$ cat src/hw/rtl/bqf_pkg.sv
// ----------------------------------------------------------------------------
// bqf_pkg
// Shared types and constants of the multichannel biquad filter core.
// ----------------------------------------------------------------------------
`default_nettype none

package bqf_pkg;

   // Default sizing of the core
   localparam int NUM_CHANNELS_DEF   = 8;
   localparam int SAMPLE_BITS_DEF    = 24;
   localparam int COEF_FRAC_BITS_DEF = 28;

   // Fixed field widths
   localparam int COEF_BITS      = 32;
   localparam int CHAN_BITS      = 3;
   localparam int CSR_INDEX_BITS = 3;

   // Coefficient register map
   typedef enum logic [CSR_INDEX_BITS-1:0] {
      REG_B0 = 3'd0,
      REG_B1 = 3'd1,
      REG_B2 = 3'd2,
      REG_A1 = 3'd3,
      REG_A2 = 3'd4
   } csr_reg_type;

   typedef logic signed [COEF_BITS-1:0] coef_type;

   // Full coefficient set, Q3.28, already divided by a0
   typedef struct packed {
      coef_type b0;
      coef_type b1;
      coef_type b2;
      coef_type a1;
      coef_type a2;
   } coef_set_type;

   // Stage load strobes from the pipeline control to the datapath
   typedef struct packed {
      logic s2_load;
      logic s3_load;
   } dp_ctrl_type;

endpackage

`default_nettype wire

$ cat src/hw/rtl/bqf_state_mem.sv
// ----------------------------------------------------------------------------
// bqf_state_mem
// Per-channel delay state: one word {x1, x2, y1, y2} per channel, registered
// read port, one write port. Entries not yet written since reset read as zero.
// ----------------------------------------------------------------------------
`default_nettype none

module bqf_state_mem
   import bqf_pkg::*;
#(
   parameter int NUM_CHANNELS = NUM_CHANNELS_DEF,
   parameter int SAMPLE_BITS  = SAMPLE_BITS_DEF,
   localparam int ADDR_BITS   = (NUM_CHANNELS > 1) ? $clog2(NUM_CHANNELS) : 1,
   localparam int WORD_BITS   = 4 * SAMPLE_BITS
) (
   input  wire logic                 clock,
   input  wire logic                 reset,
   input  wire logic                 rd_en,
   input  wire logic [ADDR_BITS-1:0] rd_addr,
   output logic      [WORD_BITS-1:0] rd_word,
   input  wire logic                 wr_en,
   input  wire logic [ADDR_BITS-1:0] wr_addr,
   input  wire logic [WORD_BITS-1:0] wr_word
);

   logic [WORD_BITS-1:0]    mem [NUM_CHANNELS];
   logic [NUM_CHANNELS-1:0] written_ff;
   logic [WORD_BITS-1:0]    rd_data_ff;
   logic                    rd_written_ff;

   // Storage array
   always_ff @(posedge clock) begin
      if (wr_en) begin
         mem[wr_addr] <= wr_word;
      end
   end

   // Per-entry written flags, cleared at reset
   always_ff @(posedge clock) begin
      if (reset) begin
         written_ff <= '0;
      end else if (wr_en) begin
         written_ff[wr_addr] <= 1'b1;
      end
   end

   // Registered read port
   always_ff @(posedge clock) begin
      if (rd_en) begin
         rd_data_ff    <= mem[rd_addr];
         rd_written_ff <= written_ff[rd_addr];
      end
   end

   assign rd_word = rd_written_ff ? rd_data_ff : '0;

endmodule

`default_nettype wire

$ cat config.mk
export PLATFORM = sky130hd
export DESIGN_NAME = bqf_state_mem
export DESIGN_NICKNAME = d
export VERILOG_FILES = /design/src/hw/rtl/bqf_pkg.sv /design/src/hw/rtl/bqf_state_mem.sv
export SDC_FILE = /design/constraint.sdc
export NUM_CORES = 1
export LEC_CHECK = 0
export BUFFER_PORTS_ARGS = -buffer_cell sky130_fd_sc_hd__buf_4
export CAP_MARGIN = 40
export CORE_UTILIZATION = 50
export DETAILED_ROUTE_END_ITERATION = 10
export PLACE_DENSITY = 0.66
export SLEW_MARGIN = 15
export SYNTH_ARGS = -nofsm -noshare
export SYNTH_HDL_FRONTEND = slang
export SYNTH_SLANG_ARGS = --single-unit
$ cat constraint.sdc
create_clock -name clock -period 11.9 [get_ports clock]
set_input_delay 2.38 -clock clock [delete_from_list [all_inputs] [get_ports clock]]
set_output_delay 2.38 -clock clock [all_outputs]
set_load 0.01 [all_outputs]
==> results by group <==
Worst setup path
  – Reg2reg end: rd_data_ff[14]
  – Slowest stage delay, CP: 790 ps
  – CP Capture Type: primary output
  – Critical Path RT: 9520 ps
  – Critical Path AT: roughly 2600 ps
  – Reg-to-Reg Start: mem[4][14]
  – CP max FO: 51
  – CP cell instances: buf_4 > and2_1 > buf_4
  – R2R Setup Slk: approximately 11000 ps
  – Setup CP Type: flop to primary output
  – R2R depth: 2
  – CP startpoint kind: flop
  – Slowest CP cell: edfxtp_1
  – Most used cell, CP: buf_4

Timing
  – Final Max Tran Viols: 0
  – Worst Clk Skew: around 13 ps
  – Endpoints failing hold: 0
  – Final Critical Period: roughly 5000 ps
  – Fmax: 0.202 GHz
  – Worst slew margin relative to its limit: 40.1%
  – RSZ-0062 raised after global routing: no
  – Final period util: 41.7%
  – Final Setup Violations: 0
  – Setup TNS: 0 ps
  – Slew of the pin with the lowest slew margin: about 900 ps

Placed design
  – Gpl congestion: approximately 0.73
  – DPL Wire Length: roughly 36000 um
  – Dpl cells: 2383
  – Port Buf Inserts: 201

Drt
  – DRT iter0 DRCs: 948
  – DRC Markers: 0
  – Vias/cell: between 5 and 6
  – WL final: between 60000 and 70000 um
  – Via count: roughly 14000
  – Antenna viol nets, final: 0
  – Avg WL per Cell: ~26 um
  – Drt pass-1 iters: 4

Synth
  – Top cells by count, synth: edfxtp_1, mux4_2, mux2_2
  – Area share of the largest cell type after synthesis: ~80%
  – Top cells by area, synth: edfxtp_1, mux4_2, mux2_2
  – Synthesized net count: 1465
  – Mapped Avg Cell Area: ~24 um2
  – Leading area contributor after synthesis: edfxtp_1
  – Warnings from Yosys: 0
  – Yosys cell types: 17
  – Most used flip-flop cell after synthesis: edfxtp_1
  – Post-Syn Instances: 1359
  – FFs w/ async S/R, synth: 0%
  – EDFF count, synth: ~870
  – Sequential fraction of the synthesis area: about four fifths
  – Seq cells post-synth: between 800 and 900
  – Mapped cell area: roughly 0.033 mm2
  – Top-count cell post-synth: edfxtp_1

Die
  – Die ar.: 0.0666 mm2
  – # rows: 93
  – Starting density of the core: around half
  – Core area: ~0.065 mm2
  – IO Count: about 200
  – Die H: 258 um
  – Die Width: around 260 um

Clock tree
  – Clk buf depth: 3
  – Post-CTS sizing: 0
  – Htree depth: 3
  – Root buffer cell: clkbuf_16
  – CTS Hold Bufs: 0
  – Total CTS buffers: between 80 and 90
  – CTS tree: done
  – CTS Sinks: about 870
  – Clk_lat worst skew: just over 600 ps
  – Clock transition at path regs: approximately 60 ps
  – Setup bufs post-CTS: 0

Hold path
  – Hold path start: written_ff[6]
  – Hold-critical path depth: 2
  – Worst min path class: flop to flop
  – Hold endpoint: written_ff[6]

Global routing
  – Global router's overall resource usage: 19.7%
  – Number of global-route vias before repair: 15100
  – Wire length of the first global-routing pass: between 90000 and 100000 um
  – Initial antenna violation count: 11
  – Pin count of the biggest net entering global routing: between 70 and 80
  – GRT overflow: 0

Cells and area
  – Final std cells w/o fill: around 2500
  – Layout cells sized above 1: 39.3%
  – Fin util: between 50% and 60%
  – Multi-input logic area: about 0.0062 mm2
  – Seq. cell area: 0.0261 mm2
  – Number of fill cells: about 4600
  – Total Nets Final: about 1700
  – Area grow syn2layout: 16.5%

Flow run
  – Max cap viols: 0

Power and ir drop
  – Leak pwr: 12.5 nW
  – PwrDens: about 170 mW/mm2
  – VDD IR max: between 0.00009 and 0.0001 V

Outcome
  – Outcome: completed
-- power breakdown --
| part | leakage (nW) | switching (W) | internal [W] |
|---|---|---|---|
| logic | 3.26 | 0.000185 | 0.000179 |
| registers | 7.99 | 0.0000269 | 0.00351 |
| clock network | 1.28 | 0.00109 | 0.00144 |
| total | 12.5 | 0.00130 | 0.00512 |
-- cells by family after synthesis --
| kind of cell | after synthesis | synth area share [%] |
|---|---|---|
| buffers and inverters | 80 | 1.38 |
| AOI/OAI and AO/OA | 8 | 0.134 |
| and+or+nand+nor | 107 | 2.09 |
| DFF | 873 | 79.7 |
| muxes | 291 | 16.7 |
-- area by class of cell --
class / instances / share of cell area, %
Timing Repair Buffer: 238 / 5.41
Multi-Input combinational cell: 406 / 16.2
Tap cell: 855 / 2.80
Inverter: 14 / 0.184
Clock inverter: 45 / 1.01
Clock buffer: 105 / 5.90
Sequential cell: 873 / 68.4
Antenna cell: 2 / 0.0131
-- placed cells by master, fill, tap and decap left out, types with 2 or more instances in the layout --
master,Yosys,routed
a21oi_1,7,7
and2_1,96,96
buf_12,0,2
buf_16,0,12
buf_4,0,222
bufinv_16,0,4
clkbuf_1,31,15
clkbuf_16,0,85
clkbuf_8,0,6
clkinv_1,0,13
clkinv_2,0,12
clkinv_4,0,4
clkinv_8,0,2
clkinvlp_4,0,7
dfxtp_1,8,8
diode_2,0,2
edfxtp_1,865,865
inv_1,14,7
inv_4,0,7
inv_6,0,2
mux2_2,97,97
mux4_2,194,194
nand2_1,2,2
nand4b_1,3,3
nand4bb_1,3,3
-- per-stage QoR --
| step | cell area [um2] | hold slack, ps | power, W | worst slack [ps] |
|---|---|---|---|---|
| 2_1_floorplan | 32800 | 422 | 0.00380 | 4880 |
| 3_3_place_gp | 35200 | 434 | 0.00395 | 6200 |
| 3_5_place_dp | 35500 | 437 | 0.00397 | 6570 |
| 4_1_cts | 38100 | 446 | 0.00649 | 6890 |
| 5_1_grt | 38200 | 468 | 0.00663 | 6830 |
| 6_report | 38200 | 445 | 0.00643 | 6940 |
-- flip-flops by register name, summed over array words and instances, names as in the netlist --
name,count
rd_data_ff,96
mem,768
rd_written_ff,1
written_ff,8
-- layer usage --
layer / vias up / wire, um / global-route usage [%]
li1: 6191 / - / -
met5: - / 120 / 0
met1: 7574 / 27600 / 27.1
met4: 18 / 973 / 5.21
met3: 90 / 4120 / 4.40
met2: 368 / 32100 / 32.3
-- worst max-delay path, delay by kind of cell, from the launching register on --
family	cells	cell delay (ps)
flip-flops	1	790
AND/OR/NAND/NOR	1	310
buffers and inverters	2	800
-- how the worst max path moves through the flow --
| stage | to | cells past startpoint | slack (ps) | start |
|---|---|---|---|---|
| after floorplan | mem[7][0] | 2 | 4880 | wr_addr[0] |
| after global placement | rd_data_ff[78] | 5 | 6200 | rd_addr[2] |
| after detailed placement | rd_data_ff[81] | 7 | 6570 | rd_addr[2] |
| after CTS | rd_word[0] | 3 | 6890 | rd_written_ff |
| after global routing | rd_word[0] | 3 | 6830 | rd_written_ff |
| final | rd_word[0] | 3 | 6940 | rd_written_ff |
Note: power is estimated with default switching activity, not from simulation.
